--- config.mk ---
export PLATFORM = sky130hd
export DESIGN_NAME = msc_range_seq
export DESIGN_NICKNAME = d
export VERILOG_FILES = /design/src/design/msc_pkg.sv /design/src/design/msc_range_seq.sv
export SDC_FILE = /design/constraint.sdc
export NUM_CORES = 1
export LEC_CHECK = 0
export ABC_AREA = 1
export BUFFER_PORTS_ARGS = -buffer_cell sky130_fd_sc_hd__buf_2
export CELL_PAD_IN_SITES_DETAIL_PLACEMENT = 0
export CELL_PAD_IN_SITES_GLOBAL_PLACEMENT = 1
export CORE_MARGIN = 2
export CORE_UTILIZATION = 45
export CTS_BUF_LIST = sky130_fd_sc_hd__clkbuf_16
export CTS_CLUSTER_SIZE = 10
export DETAILED_ROUTE_END_ITERATION = 6
export HOLD_SLACK_MARGIN = 0.06
export PLACE_DENSITY = 0.79
export SLEW_MARGIN = 40
export SYNTH_ARGS = -nofsm -noshare
export SYNTH_HDL_FRONTEND = slang
export SYNTH_SLANG_ARGS = --single-unit
--- constraint.sdc ---
create_clock -name clk -period 7.7 [get_ports clk]
set_input_delay 0.77 -clock clk [delete_from_list [all_inputs] [get_ports clk]]
set_output_delay 0.77 -clock clk [all_outputs]
set_load 0.01 [all_outputs]
--- src/design/msc_pkg.sv ---
// shared types and constants for the merge sort unit with comparison count
// no dependencies
`default_nettype none

package msc_pkg;

  localparam int unsigned VALUE_W    = 32;
  localparam int unsigned COUNT_W    = 12;
  localparam int unsigned OUT_DATA_W = 48;
  localparam int unsigned OUT_PAD_W  = OUT_DATA_W - COUNT_W - VALUE_W;

  typedef enum logic [1:0] {
    P_LOAD,
    P_SORT,
    P_EMIT
  } phase_t;

  typedef enum logic [1:0] {
    Q_IDLE,
    Q_WALK,
    Q_WAIT
  } seq_state_t;

  typedef enum logic [2:0] {
    E_IDLE,
    E_COPY,
    E_DRAIN,
    E_PRIME,
    E_MERGE
  } eng_state_t;

  typedef struct packed {
    logic done;
    logic cmp;
  } eng_status_t;

endpackage

`default_nettype wire

--- src/design/msc_range_seq.sv ---
// range sequencer: walks the top-down split tree with a small stack and
// issues merge requests in post-order; depends on msc_pkg
`default_nettype none

module msc_range_seq #(
  parameter int unsigned MAX_ITEMS = 64,
  localparam int unsigned AW = $clog2(MAX_ITEMS)
) (
  input  wire logic                clk,
  input  wire logic                rst,
  input  wire logic                start,
  input  wire logic [AW-1:0]       last_idx,
  input  wire msc_pkg::eng_status_t eng_status,
  output logic                     req_valid,
  output logic [AW-1:0]            req_lo,
  output logic [AW-1:0]            req_mid,
  output logic [AW-1:0]            req_hi,
  output logic                     done
);
  import msc_pkg::*;

  localparam int unsigned SD  = 2 * AW + 2;
  localparam int unsigned SPI = $clog2(SD);
  localparam int unsigned SPW = $clog2(SD + 1);

  seq_state_t       state, state_next;
  logic [AW-1:0]    stk_lo  [SD];
  logic [AW-1:0]    stk_hi  [SD];
  logic             stk_exp [SD];
  logic [SPW-1:0]   sp;
  logic [SPI-1:0]   tp;
  logic [AW-1:0]    t_lo, t_hi, t_mid;
  logic             t_exp;
  logic             init, push2, pop;

  assign tp    = SPI'(sp - SPW'(1));
  assign t_lo  = stk_lo[tp];
  assign t_hi  = stk_hi[tp];
  assign t_exp = stk_exp[tp];
  assign t_mid = t_lo + ((t_hi - t_lo) >> 1);

  assign req_lo  = t_lo;
  assign req_mid = t_mid;
  assign req_hi  = t_hi;

  always_comb begin
    state_next = state;
    init       = 1'b0;
    push2      = 1'b0;
    pop        = 1'b0;
    req_valid  = 1'b0;
    done       = 1'b0;
    unique case (state)
      Q_IDLE: begin
        if (start) begin
          init       = 1'b1;
          state_next = Q_WALK;
        end
      end
      Q_WALK: begin
        if (sp == '0) begin
          done       = 1'b1;
          state_next = Q_IDLE;
        end else if (t_lo >= t_hi) begin
          pop = 1'b1;
        end else if (!t_exp) begin
          push2 = 1'b1;
        end else begin
          req_valid  = 1'b1;
          state_next = Q_WAIT;
        end
      end
      Q_WAIT: begin
        if (eng_status.done) begin
          pop        = 1'b1;
          state_next = Q_WALK;
        end
      end
      default: state_next = Q_IDLE;
    endcase
  end

  always_ff @(posedge clk) begin
    if (rst) begin
      state <= Q_IDLE;
      sp    <= '0;
    end else begin
      state <= state_next;
      if (init) begin
        sp <= SPW'(1);
      end else if (push2) begin
        sp <= sp + SPW'(2);
      end else if (pop) begin
        sp <= sp - SPW'(1);
      end
    end
  end

  always_ff @(posedge clk) begin
    if (init) begin
      stk_lo[0]  <= '0;
      stk_hi[0]  <= last_idx;
      stk_exp[0] <= 1'b0;
    end else if (push2) begin
      stk_exp[tp]               <= 1'b1;
      stk_lo[SPI'(tp + 1'b1)]   <= t_mid + AW'(1);
      stk_hi[SPI'(tp + 1'b1)]   <= t_hi;
      stk_exp[SPI'(tp + 1'b1)]  <= 1'b0;
      stk_lo[SPI'(tp + 2'd2)]   <= t_lo;
      stk_hi[SPI'(tp + 2'd2)]   <= t_mid;
      stk_exp[SPI'(tp + 2'd2)]  <= 1'b0;
    end
  end

endmodule

`default_nettype wire

== Word-level counts from Yosys, hierarchy flattened ==
Memory sizes are Yosys's and may differ from the RTL's.
Index checks and enable logic that the tools add are counted.

* Register bits after elaboration: 6
* RAM bits: 182
* Input bits: 11
* Logic and storage cells: 68
* Memories kept: 3

{| class="wikitable"
|+ Memory list
! name !! depth !! bits a word !! rd ports !! clocked after memory_dff !! write ports !! line !! text
|-
| stk_hi || 14 || 6 || 1 || 0 || 2 || msc_range_seq.sv:28 || <nowiki>logic [AW-1:0] stk_hi [SD];</nowiki>
|-
| stk_lo || 14 || 6 || 1 || 0 || 2 || msc_range_seq.sv:27 || <nowiki>logic [AW-1:0] stk_lo [SD];</nowiki>
|-
| stk_exp || 14 || 1 || 1 || 0 || 3 || msc_range_seq.sv:29 || <nowiki>logic stk_exp [SD];</nowiki>
|}

* Add/subtract/negate cells: 7
* $lt $le $gt $ge: 1
* Equal/unequal tests: 6
* Multiplexer cells: 39
* Reduce and logical (&&, ||, !) cells: 9

{| class="wikitable"
|+ Operator list
! operator !! count
|-
| two-way mux 1 bit || 25
|-
| two-way mux 4 bit || 5
|-
| two-way mux 6 bit || 2
|-
| OR reduction 6 bit || 2
|-
| two-way mux 2 bit || 5
|-
| adder 4 x 2 -> 4 bit (second input constant) || 2
|-
| adder 6 x 1 -> 6 bit (second input constant) || 1
|-
| adder 6 x 5 -> 6 bit || 1
|-
| >= comparator 6 bit || 1
|-
| != test 3 bit (second input constant) || 2
|-
| one-hot mux 2 bit (3 select lines) || 1
|-
| subtractor 6 bit || 1
|-
| adder 4 x 1 -> 4 bit (second input constant) || 1
|-
| zero test 4 bit || 1
|-
| != test 2 bit (second input constant) || 2
|-
| AND reduction 4 bit || 1
|-
| subtractor 4 x 1 -> 4 bit (second input constant) || 1
|-
| nonzero test 3 bit || 1
|-
| equality test 2 x 1 -> 1 bit (second input constant) || 1
|-
| equality test 2 bit (second input constant) || 1
|-
| zero test 2 bit || 1
|-
| one-hot mux 1 bit (2 select lines) || 1
|-
| nonzero test 2 bit || 1
|-
| OR reduction 2 bit || 1
|-
| OR reduction 1 bit || 1
|}

== Depth between registers and ports, before layout ==
Gate-level depths: netlist (run 1).
An unclocked memory read counts as a cell.

* Depth in word-level cells: 11
* Depth in mapped cells: 38
* Gate-level depth less buffers: 27

== Worst setup path before layout (run 1) ==
OpenSTA, ideal clock, no wires.

* Path kind: register -> output
* From: register sp[0]
* To: output req_mid[5]
* Data arrival time: 5.599 ns
* Required time: 6.930 ns
* Setup slack: 1.331 ns
* Stages on the path, launching flop included: 34
* Cells stage by stage: dfxtp_1 buf_6 inv_4 buf_6 buf_2 buf_4 buf_2 buf_2 ha_1 buf_4 inv_2 buf_2 buf_2 buf_2 buf_2 o21ai_0 o221ai_1 o211ai_1 nand2_1 inv_1 buf_2 ha_1 and3_1 nand2_1 nand2_1 xnor2_1 inv_1 ha_1 a21o_1 o21ai_0 nand2_1 a21oi_1 xnor2_2 clkbuf_1

* Word-level cells in the longest chain between the ends: 4
* Elaborated cells on any way between the ends: 5
* Classes of those cells: add/sub (3); memory (2)

{| class="wikitable"
|+ Ends and longest elaborated chain
! element !! line !! text
|-
| start, declared || msc_range_seq.sv:30 || <nowiki>logic [SPW-1:0] sp;</nowiki>
|-
| start signal, assigned || msc_range_seq.sv:92 || <nowiki>sp <= sp + SPW'(2);</nowiki>
|-
| start signal, assigned || msc_range_seq.sv:94 || <nowiki>sp <= sp - SPW'(1);</nowiki>
|-
| subtractor 4 x 1 -> 4 bit (*) || msc_range_seq.sv:36 || <nowiki>assign tp = SPI'(sp - SPW'(1));</nowiki>
|-
| memory (14 x 6 bit) (*) || -- ||
|-
| net req_lo[2] || msc_range_seq.sv:15 || <nowiki>output logic [AW-1:0] req_lo,</nowiki>
|-
| subtractor 6 bit || msc_range_seq.sv:40 || <nowiki>assign t_mid = t_lo + ((t_hi - t_lo) >> 1);</nowiki>
|-
| adder 6 x 5 -> 6 bit (*) || msc_range_seq.sv:40 ||
|-
| end, declared || msc_range_seq.sv:16 || <nowiki>output logic [AW-1:0] req_mid,</nowiki>
|}

Mark *: on every way through the listed nets, which the timed path passes. The rest lies on a longest branch.

== Final worst setup path (run 1) ==
* From: register sp[0]
* To: output req_mid[5]

* Word-level cells in the longest chain between the ends: 4
* Elaborated cells on any way between the ends: 5
* Classes of those cells: add/sub (3); memory (2)

{| class="wikitable"
|+ Ends and longest elaborated chain
! element !! line
|-
| subtractor 4 x 1 -> 4 bit (*) || msc_range_seq.sv:36
|-
| memory (14 x 6 bit) (on tied branches) || --
|-
| subtractor 6 bit || msc_range_seq.sv:40
|-
| adder 6 x 5 -> 6 bit (*) || msc_range_seq.sv:40
|}

Mark *: on every way between the ends. The rest lies on a longest branch, timed or not.

==> results of run 1 <==
-- cell families (layout without fill, tap and decap cells) --
group / after synthesis / count (layout) / share of synthesized area, %
compound gates: 347 / 347 / 17.3
xor+xnor: 14 / 14 / 1.26
fa+ha+maj: 28 / 28 / 3.35
buf+inv: 162 / 166 / 7.60
flops: 188 / 188 / 49.9
simple gates: 534 / 534 / 20.6
-- cells in the final DEF (no fill, tap or decap), drive strengths merged, types with 8 or more instances in the layout --
cell type / count
ha: 26
nor2: 92
a21oi: 56
o211ai: 8
buf: 55
clkbuf: 17
xor2: 8
o22ai: 10
inv: 81
o21ai: 246
nand3: 44
dfxtp: 20
edfxtp: 168
clkinv: 13
nand2: 384
-- worst paths after layout --
check                 endpoint  slack [ps]  depth (start not counted)
hold / removal      stk_exp[0]         440                          2
setup / recovery    req_mid[5]         960                         20
setup reg to reg  stk_lo[0][5]        1320                         23
hold reg to reg     stk_exp[0]         440                          2
-- area by class of cell --
type                            instances  area share [%]
Sequential cell                       188            46.3
Multi-Input combinational cell        923            39.5
Clock buffer                           17            3.61
Tap cell                              319            3.39
Timing Repair Buffer                   55            3.00
Inverter                               79            2.59
Clock inverter                         15            1.62
-- metal layers --
metal  vias up  part of all wire [%]  GRT usage, %
met2       284                    48          40.3
met1      4144                    43          33.1
met5         -                     0             0
met4         0                   2.4          7.98
met3        43                   6.0          3.90
li1       4340                     -             -
-- sequential cells by signal (all words and copies together), names as in the netlist --
name     flops
sp           4
state        2
stk_exp     14
stk_hi      84
stk_lo      84
-- synth_stat cells (3+ instances only) --
| cell | n | area, um2 |
|---|---|---|
| sky130_fd_sc_hd__inv_2 | 13 | 48.8 |
| sky130_fd_sc_hd__a31oi_1 | 5 | 31.3 |
| sky130_fd_sc_hd__nand2_4 | 5 | 56.3 |
| sky130_fd_sc_hd__nand2_1 | 366 | 1370 |
| sky130_fd_sc_hd__o21ai_2 | 6 | 52.6 |
| sky130_fd_sc_hd__o211ai_1 | 8 | 60.1 |
| sky130_fd_sc_hd__nor2_1 | 85 | 319 |
| sky130_fd_sc_hd__o21ai_1 | 31 | 155 |
| sky130_fd_sc_hd__ha_1 | 26 | 325 |
| sky130_fd_sc_hd__edfxtp_1 | 168 | 5040 |
| sky130_fd_sc_hd__a21oi_1 | 56 | 280 |
| sky130_fd_sc_hd__dfxtp_1 | 20 | 400 |
| sky130_fd_sc_hd__o21ai_0 | 209 | 1050 |
| sky130_fd_sc_hd__xor2_1 | 7 | 61.3 |
| sky130_fd_sc_hd__buf_4 | 21 | 158 |
| sky130_fd_sc_hd__buf_2 | 33 | 165 |
| sky130_fd_sc_hd__nand3_2 | 4 | 40.0 |
| sky130_fd_sc_hd__o221ai_1 | 4 | 35.0 |
| sky130_fd_sc_hd__a22oi_1 | 4 | 30.0 |
| sky130_fd_sc_hd__a32o_1 | 4 | 40.0 |
| sky130_fd_sc_hd__o22ai_1 | 10 | 62.6 |
| sky130_fd_sc_hd__a221o_1 | 5 | 50.1 |
| sky130_fd_sc_hd__nand2_2 | 13 | 81.3 |
| sky130_fd_sc_hd__or2_2 | 3 | 18.8 |
| sky130_fd_sc_hd__inv_1 | 60 | 225 |
| sky130_fd_sc_hd__xnor2_1 | 5 | 43.8 |
| sky130_fd_sc_hd__nor2_4 | 5 | 56.3 |
| sky130_fd_sc_hd__clkbuf_1 | 14 | 52.6 |
| sky130_fd_sc_hd__nand3_1 | 39 | 195 |
| sky130_fd_sc_hd__buf_6 | 9 | 101 |
| sky130_fd_sc_hd__clkinv_2 | 3 | 15.0 |
| sky130_fd_sc_hd__nor3_1 | 6 | 30.0 |
-- per-stage QoR --
stage	hold WS (ps)	utilization (%)	cells	setup slack, ps	instance area [um2]
finish	444	49.9	1596	955	11800
global route	463	49.9	1596	418	11800
CTS	447	49.8	1595	904	11800
detailed placement	436	47.2	1563	1310	11100
global placement	434	47.1	1563	1280	11100
floorplan	422	-	1273	1330	10900
-- tightest hold or removal path, cell delays in order (launching register included) --
cell and delay (ps):
sky130_fd_sc_hd__dfxtp_1 310, sky130_fd_sc_hd__inv_1 40, sky130_fd_sc_hd__a21oi_1 50
==> impl_metrics.yaml, run 1 <==
critical_path:
  critical_path.startpoint_type: "flip-flop"
  critPathCaptureType: "output pin"
  critPathRequiredTime_ps: 6930
  worst_path_largest_cell_delay_ps: 480
  criticalPathCategory: "reg2out"
  timing.rr.start: "sp[0]"
  critical_path_arrival_ps: 5970
  critPathLaunch: "sp[0]"
  slowest_stage: "sky130_fd_sc_hd__inv_2"
  cp_num_buf_inv: 5
  worstPathCellList: "inv_4, ha_1, inv_2, o21ai_0, o221ai_1, o211ai_1, nand2_1, inv_1, ha_1, a21oi_1, nand2_1, xnor2_1, inv_1, ha_1, a21o_1, o21ai_0, nand2_1, a21oi_1, xnor2_4, buf_2"
  worstPathMaxFanout: 46
  cell_family_contributing_the_most_delay_on_the_critical_path: "compound AO/OA/AOI/OAI gates"
final_layout:
  register_area_mm2: 0.00545
  num_antenna_cells: 0
  combined_area_of_the_multi_input_logic_cells_mm2: 0.00465
  drive_above_1_share_pct: 11.6
  syn2layout_area_growth_pct: 7.86
  filler_cell_count: 2277
  final_net_count: 1303
floorplanning:
  core_mm2: 0.0236
  initial_utilization_pct: 46.2
  ioPinCount: 31
  die_width_um: 160
  design.die.area_mm2: 0.0255
  floorplan.rows: 56
  die_height_um: 160
place:
  gp_congestion: 0.824
  place.port_buffers: 29
  detailed_place_hpwl_um: 20200
run_status:
  run_status: "completed"
logic_synthesis:
  synth.yosys.warnings: 0
  synthDistinctLibCells: 51
  synth-seq-area-share_pct: 49.9
  ys.flop_type: "sky130_fd_sc_hd__edfxtp_1"
  post_synth_edffs: 168
  synth_cells: 1273
  postSynthNetCount: 1312
  netlist_area_mm2: 0.0109
  synth.ff_latch_count: 188
  syn_avg_cell_area_um2: 8.57
  post_synth_arst_share_pct: 0
clock_network:
  cts_hold_repair.buffers: 0
  post_cts.resized_instances: 0
  clk_path_buf_depth: 2
  cts_made_buffers: 17
  clkSinkCount: 188
  clkTransAtPathRegs_ps: 90
  cts_setup_buffers: 0
  number_of_h_tree_branching_levels: 4
  worst_skew_pair_later_pin_latency_ps: 450
  tritoncts: "built"
  cts.root.buffer_cell: "sky130_fd_sc_hd__clkbuf_16"
timing:
  tns_ps: 0
  final_count_of_negative_setup_slack_endpoints: 0
  clock_skew_ps: 17.8
  grt_setup_unrepaired: "no"
  finalWorstPathRequiredPeriod_ps: 6740
  final-max-slew-violation-count: 0
  max_freq_mhz: 148
  crit_share_post_route_pct: 87.6
  hold_viol: 0
  timing.max_slew.rel_slack_pct: 48.6
  worst_slew_pin_slew_ps: 771
drt:
  routed_wl_um: 30400
  count_of_antenna_violating_nets_left_after_detailed_routing: 0
  drt_drc_violations_left: 0
  route.detailed.wl_per_inst_um: 19.0
  firstDrtPassIters: 5
  viasPerCell: 5.52
  detailedRoute.firstIterationViolations: 732
  dr_total_vias: 8811
grt:
  grt-ovfl-total: 0
  groute.usage.overall_pct: 24.4
  grt_pass1_wl_um: 48100
  via_count_of_the_first_global_routing_pass: 8315
  antenna_violations_before_repair: 0
  grt_max_degree: 53
hold_path:
  timing.hold.worst.class: "reg2reg"
  worstHoldStart: "stk_exp[0]"
job:
  reported_max_cap_violation_count: 0
Power of run 1 is left out: the tool's default activity adds up to more than one toggle a clock period on the data nets, which glitch-free logic cannot reach.
==> run 2, diff against run 1 <==
CORE_MARGIN = 4   (was 2)
CORE_UTILIZATION = 35   (was 45)
PLACE_DENSITY = 0.65   (was 0.79)
==> impl_metrics.yaml, run 2 (synthesis gave the netlist of run 1 again) <==
grt:
  global_route_met1_usage_pct: 26.6
  global_route.usage.met3_pct: 2.88
  grt_use_met2_pct: 33.7
  grt-ovfl-total: 0
  antenna_violations_before_repair: 0
  groute.usage.overall_pct: 19.7
  globalRoute.busiestLayer: "met2"
  grt_pass1_wl_um: 50600
  via_count_of_the_first_global_routing_pass: 8245
  grt_max_degree: 69
clock_network:
  cts.root.buffer_cell: "sky130_fd_sc_hd__clkbuf_16"
  cts_hold_repair.buffers: 0
  number_of_h_tree_branching_levels: 4
  clkSinkCount: 188
  clk_path_buf_depth: 2
  clkTransAtPathRegs_ps: 70
  tritoncts: "built"
  worst_skew_pair_later_pin_latency_ps: 450
  post_cts.resized_instances: 0
  cts_made_buffers: 17
  cts_setup_buffers: 0
final_layout:
  most-common-layout-cells: "366 x sky130_fd_sc_hd__nand2_1, 195 x sky130_fd_sc_hd__o21ai_0, 168 x sky130_fd_sc_hd__edfxtp_1"
  syn2layout_area_growth_pct: 8.38
  num_antenna_cells: 0
  reg.largest.list: "stk_hi: 84 flops, stk_lo: 84 flops, stk_exp: 14 flops"
  drive_above_1_share_pct: 11.7
  layout_commonest_cell: "sky130_fd_sc_hd__nand2_1"
  final_net_count: 1305
  filler_cell_count: 3124
floorplanning:
  initial_utilization_pct: 35.6
  design.die.area_mm2: 0.0341
  core_mm2: 0.0307
  die_height_um: 185
  die_width_um: 185
  floorplan.rows: 64
  ioPinCount: 31
drt:
  count_of_antenna_violating_nets_left_after_detailed_routing: 0
  viasPerCell: 5.25
  route.detailed.wl_per_inst_um: 19.9
  detailedRoute.firstIterationViolations: 596
  dr_total_vias: 8800
  firstDrtPassIters: 5
  routed_wl_um: 33300
  drt_drc_violations_left: 0
critical_path:
  worst-path-stages: 22
  timing.rr.start: "sp[0]"
  cell_family_contributing_the_most_delay_on_the_critical_path: "buffers and inverters"
  r2r_cells: 23
  most_prevalent_standard_cell_on_the_critical_path: "sky130_fd_sc_hd__nand2_1"
  reg2reg_slack_ps: 1090
  criticalPathCategory: "reg2out"
  worstPathMaxFanout: 34
  setup.worst_path.end: "req_mid[5]"
  critical_path_arrival_ps: 6210
  worstPathCellList: "inv_4, ha_1, inv_2, o21ai_0, o221ai_1, o211ai_1, nand2_1, inv_1, ha_1, and3_1, nand2_1, nand2_1, xnor2_1, inv_1, ha_1, a21o_1, o21ai_0, nand2_1, a21oi_1, xnor2_2, buf_4, buf_2"
  critPathLaunch: "sp[0]"
  timing.rr.end: "stk_lo[8][4]"
  cp_num_buf_inv: 6
  worst_path_largest_cell_delay_ps: 650
  critPathRequiredTime_ps: 6930
  slowest_stage: "sky130_fd_sc_hd__dfxtp_4"
  critical_path.startpoint_type: "flip-flop"
  critPathCaptureType: "output pin"
timing:
  grt_setup_unrepaired: "no"
  finalWorstPathRequiredPeriod_ps: 6980
  crit_share_post_route_pct: 90.6
  hold_viol: 0
  clock_skew_ps: 18.8
  worst_slew_pin_slew_ps: 834
  final-max-slew-violation-count: 0
  tns_ps: 0
  timing.max_slew.rel_slack_pct: 44.4
  final_count_of_negative_setup_slack_endpoints: 0
  max_freq_mhz: 143
job:
  reported_max_cap_violation_count: 0
hold_path:
  timing.hold.worst.class: "reg2reg"
place:
  gp_congestion: 0.780
  place.port_buffers: 29
  detailed_place_hpwl_um: 21800
run_status:
  run_status: "completed"
[run 2: worst min-delay path by stage]
stage | start | endpoint | slack [ps] | cells past startpoint
2_1_floorplan | stk_exp[3] | stk_exp[3] | 420 | 2
3_3_place_gp | stk_exp[3] | stk_exp[3] | 430 | 2
3_5_place_dp | stk_exp[3] | stk_exp[3] | 430 | 2
4_1_cts | stk_exp[3] | stk_exp[3] | 440 | 2
5_1_grt | stk_exp[3] | stk_exp[3] | 460 | 2
6_report | stk_exp[0] | stk_exp[0] | 450 | 2
[run 2: routing by layer]
layer / wire length [um] / up-vias
met5: 0 / -
met4: 527 / 0
met3: 1370 / 33
met2: 16300 / 198
met1: 15200 / 4236
li1: - / 4333
[run 2: metrics by stage]
stage,std cells,setup slack [ps],util (%),cell area [um2],hold WS (ps)
6_report,1675,722,38.6,11800,446
5_1_grt,1675,207,38.6,11800,457
4_1_cts,1675,606,38.6,11800,445
3_5_place_dp,1643,1010,36.7,11300,435
3_3_place_gp,1643,1080,36.7,11300,431
2_1_floorplan,1273,1330,-,10900,422
[run 2: area by class of cell]
type	instances	area [um2]	share of cell area, %
inverters	79	305	2.58
clock buffers	17	425	3.60
multi-input cells	923	4650	39.3
well taps	396	495	4.19
flip-flops and latches	188	5450	46.1
repair buffers	57	368	3.11
clock inverters	15	135	1.14
[run 2: worst reg2reg max path, delay by kind of cell, from the launching register on]
kind                     cells  cell delay (ps)
adder cells (fa/ha/maj)      4             1470
buffers and inverters        5             1230
AO/OA/AOI/OAI                6             1120
AND/OR/NAND/NOR              5              970
XOR/XNOR                     3              930
flip-flops                   1              650
Power of run 2 is left out for the same reason.
==> run 3, diff against run 2 <==
CAP_MARGIN = 20   (was default)
MAX_ROUTING_LAYER = met4   (was default)
==> impl_metrics.yaml, run 3 (synthesis gave the netlist of run 1 again) <==
timing:
  final_count_of_negative_setup_slack_endpoints: 0
  crit_share_post_route_pct: 90.9
  finalWorstPathRequiredPeriod_ps: 7000
  final-max-slew-violation-count: 0
  worst_slew_pin_slew_ps: 853
  timing.max_slew.rel_slack_pct: 43.2
  hold_viol: 0
  max_freq_mhz: 143
  grt_setup_unrepaired: "no"
  tns_ps: 0
  clock_skew_ps: 17.6
clock_network:
  clkTransAtPathRegs_ps: 70
  tritoncts: "built"
  number_of_h_tree_branching_levels: 4
  cts.root.buffer_cell: "sky130_fd_sc_hd__clkbuf_16"
  worst_skew_pair_later_pin_latency_ps: 450
  post_cts.resized_instances: 0
  cts_hold_repair.buffers: 0
  cts_setup_buffers: 0
  cts_made_buffers: 17
  clk_path_buf_depth: 2
  clkSinkCount: 188
critical_path:
  reg2reg_slack_ps: 1090
  critPathCaptureType: "output pin"
  worstPathMaxFanout: 34
  critPathRequiredTime_ps: 6930
  timing.rr.start: "sp[0]"
  timing.rr.end: "stk_lo[8][4]"
  critical_path.startpoint_type: "flip-flop"
  r2r_cells: 23
  criticalPathCategory: "reg2out"
  critical_path_arrival_ps: 6230
floorplanning:
  design.die.area_mm2: 0.0341
  floorplan.rows: 64
  core_mm2: 0.0307
  initial_utilization_pct: 35.6
  ioPinCount: 31
  die_width_um: 185
  die_height_um: 185
grt:
  grt_max_degree: 69
  grt_pass1_wl_um: 50600
  antenna_violations_before_repair: 0
  groute.usage.overall_pct: 20.3
  via_count_of_the_first_global_routing_pass: 8245
  grt-ovfl-total: 0
final_layout:
  combined_area_of_the_multi_input_logic_cells_mm2: 0.00465
  reg.largest.list: "stk_hi: 84 flops, stk_lo: 84 flops, stk_exp: 14 flops"
  most-common-layout-cells: "366 x sky130_fd_sc_hd__nand2_1, 195 x sky130_fd_sc_hd__o21ai_0, 168 x sky130_fd_sc_hd__edfxtp_1"
  register_area_mm2: 0.00545
  num_antenna_cells: 0
  syn2layout_area_growth_pct: 8.38
  layout_commonest_cell: "sky130_fd_sc_hd__nand2_1"
  filler_cell_count: 3124
  final_net_count: 1305
  drive_above_1_share_pct: 11.7
place:
  gp_congestion: 0.793
  place.port_buffers: 29
  detailed_place_hpwl_um: 21800
job:
  reported_max_cap_violation_count: 0
drt:
  routed_wl_um: 33300
  detailedRoute.firstIterationViolations: 592
  viasPerCell: 5.26
  firstDrtPassIters: 5
  dr_total_vias: 8805
  count_of_antenna_violating_nets_left_after_detailed_routing: 0
  drt_drc_violations_left: 0
  route.detailed.wl_per_inst_um: 19.9
hold_path:
  timing.hold.worst.class: "reg2reg"
  hold_depth: 2
  worstHoldStart: "stk_exp[3]"
  worstHoldEndpoint: "stk_exp[3]"
run_status:
  run_status: "completed"
-- run 3: cell counts in the layout (fill, tap and decap cells not counted) --
No cell type changed its count.
-- run 3: through the flow --
stage	hold slack [ps]	util [%]	instance area, um2	setup slack (ps)	std cells
6_report	446	38.6	11800	704	1675
3_3_place_gp	431	36.7	11300	1080	1643
3_5_place_dp	435	36.7	11300	1010	1643
5_1_grt	457	38.6	11800	205	1675
4_1_cts	445	38.6	11800	606	1675
2_1_floorplan	422	-	10900	1330	1273
-- run 3: area by class of cell --
| class | instances | area share (%) |
|---|---|---|
| Sequential cell | 188 | 46.1 |
| Multi-Input combinational cell | 923 | 39.3 |
| Tap cell | 396 | 4.19 |
| Clock buffer | 17 | 3.60 |
| Timing Repair Buffer | 57 | 3.11 |
| Inverter | 79 | 2.58 |
| Clock inverter | 15 | 1.14 |
-- run 3: worst max path at each step --
stage          startpoint      endpoint  slack, ps
5_1_grt             sp[0]    req_mid[5]        210
3_3_place_gp        sp[0]  stk_lo[2][4]       1080
3_5_place_dp        sp[0]  stk_lo[3][4]       1010
2_1_floorplan       sp[0]    req_mid[5]       1330
4_1_cts             sp[0]    req_mid[5]        610
6_report            sp[0]    req_mid[5]        700
-- run 3: routing by layer --
metal / global-route usage, % / up-vias / routed length (um)
met3: 2.90 / 41 / 1490
met4: 4.41 / 0 / 540
met1: 26.6 / 4227 / 15000
met2: 33.7 / 198 / 16300
li1: - / 4339 / -
met5: - / - / 0
-- run 3: critical path: stages, from the launching register on --
cell and delay, ps:
sky130_fd_sc_hd__dfxtp_4 640, sky130_fd_sc_hd__inv_4 260, sky130_fd_sc_hd__ha_1 550, sky130_fd_sc_hd__inv_2 460, sky130_fd_sc_hd__o21ai_0 180, sky130_fd_sc_hd__o221ai_1 230, sky130_fd_sc_hd__o211ai_1 200, sky130_fd_sc_hd__nand2_1 250
sky130_fd_sc_hd__inv_1 300, sky130_fd_sc_hd__ha_1 460, sky130_fd_sc_hd__and3_1 230, sky130_fd_sc_hd__nand2_1 60, sky130_fd_sc_hd__nand2_1 50, sky130_fd_sc_hd__xnor2_1 130, sky130_fd_sc_hd__inv_1 70, sky130_fd_sc_hd__ha_1 320
sky130_fd_sc_hd__a21o_1 190, sky130_fd_sc_hd__o21ai_0 230, sky130_fd_sc_hd__nand2_1 80, sky130_fd_sc_hd__a21oi_1 220, sky130_fd_sc_hd__xnor2_2 140, sky130_fd_sc_hd__buf_4 280, sky130_fd_sc_hd__buf_2 180
Power of run 3 is left out for the same reason.
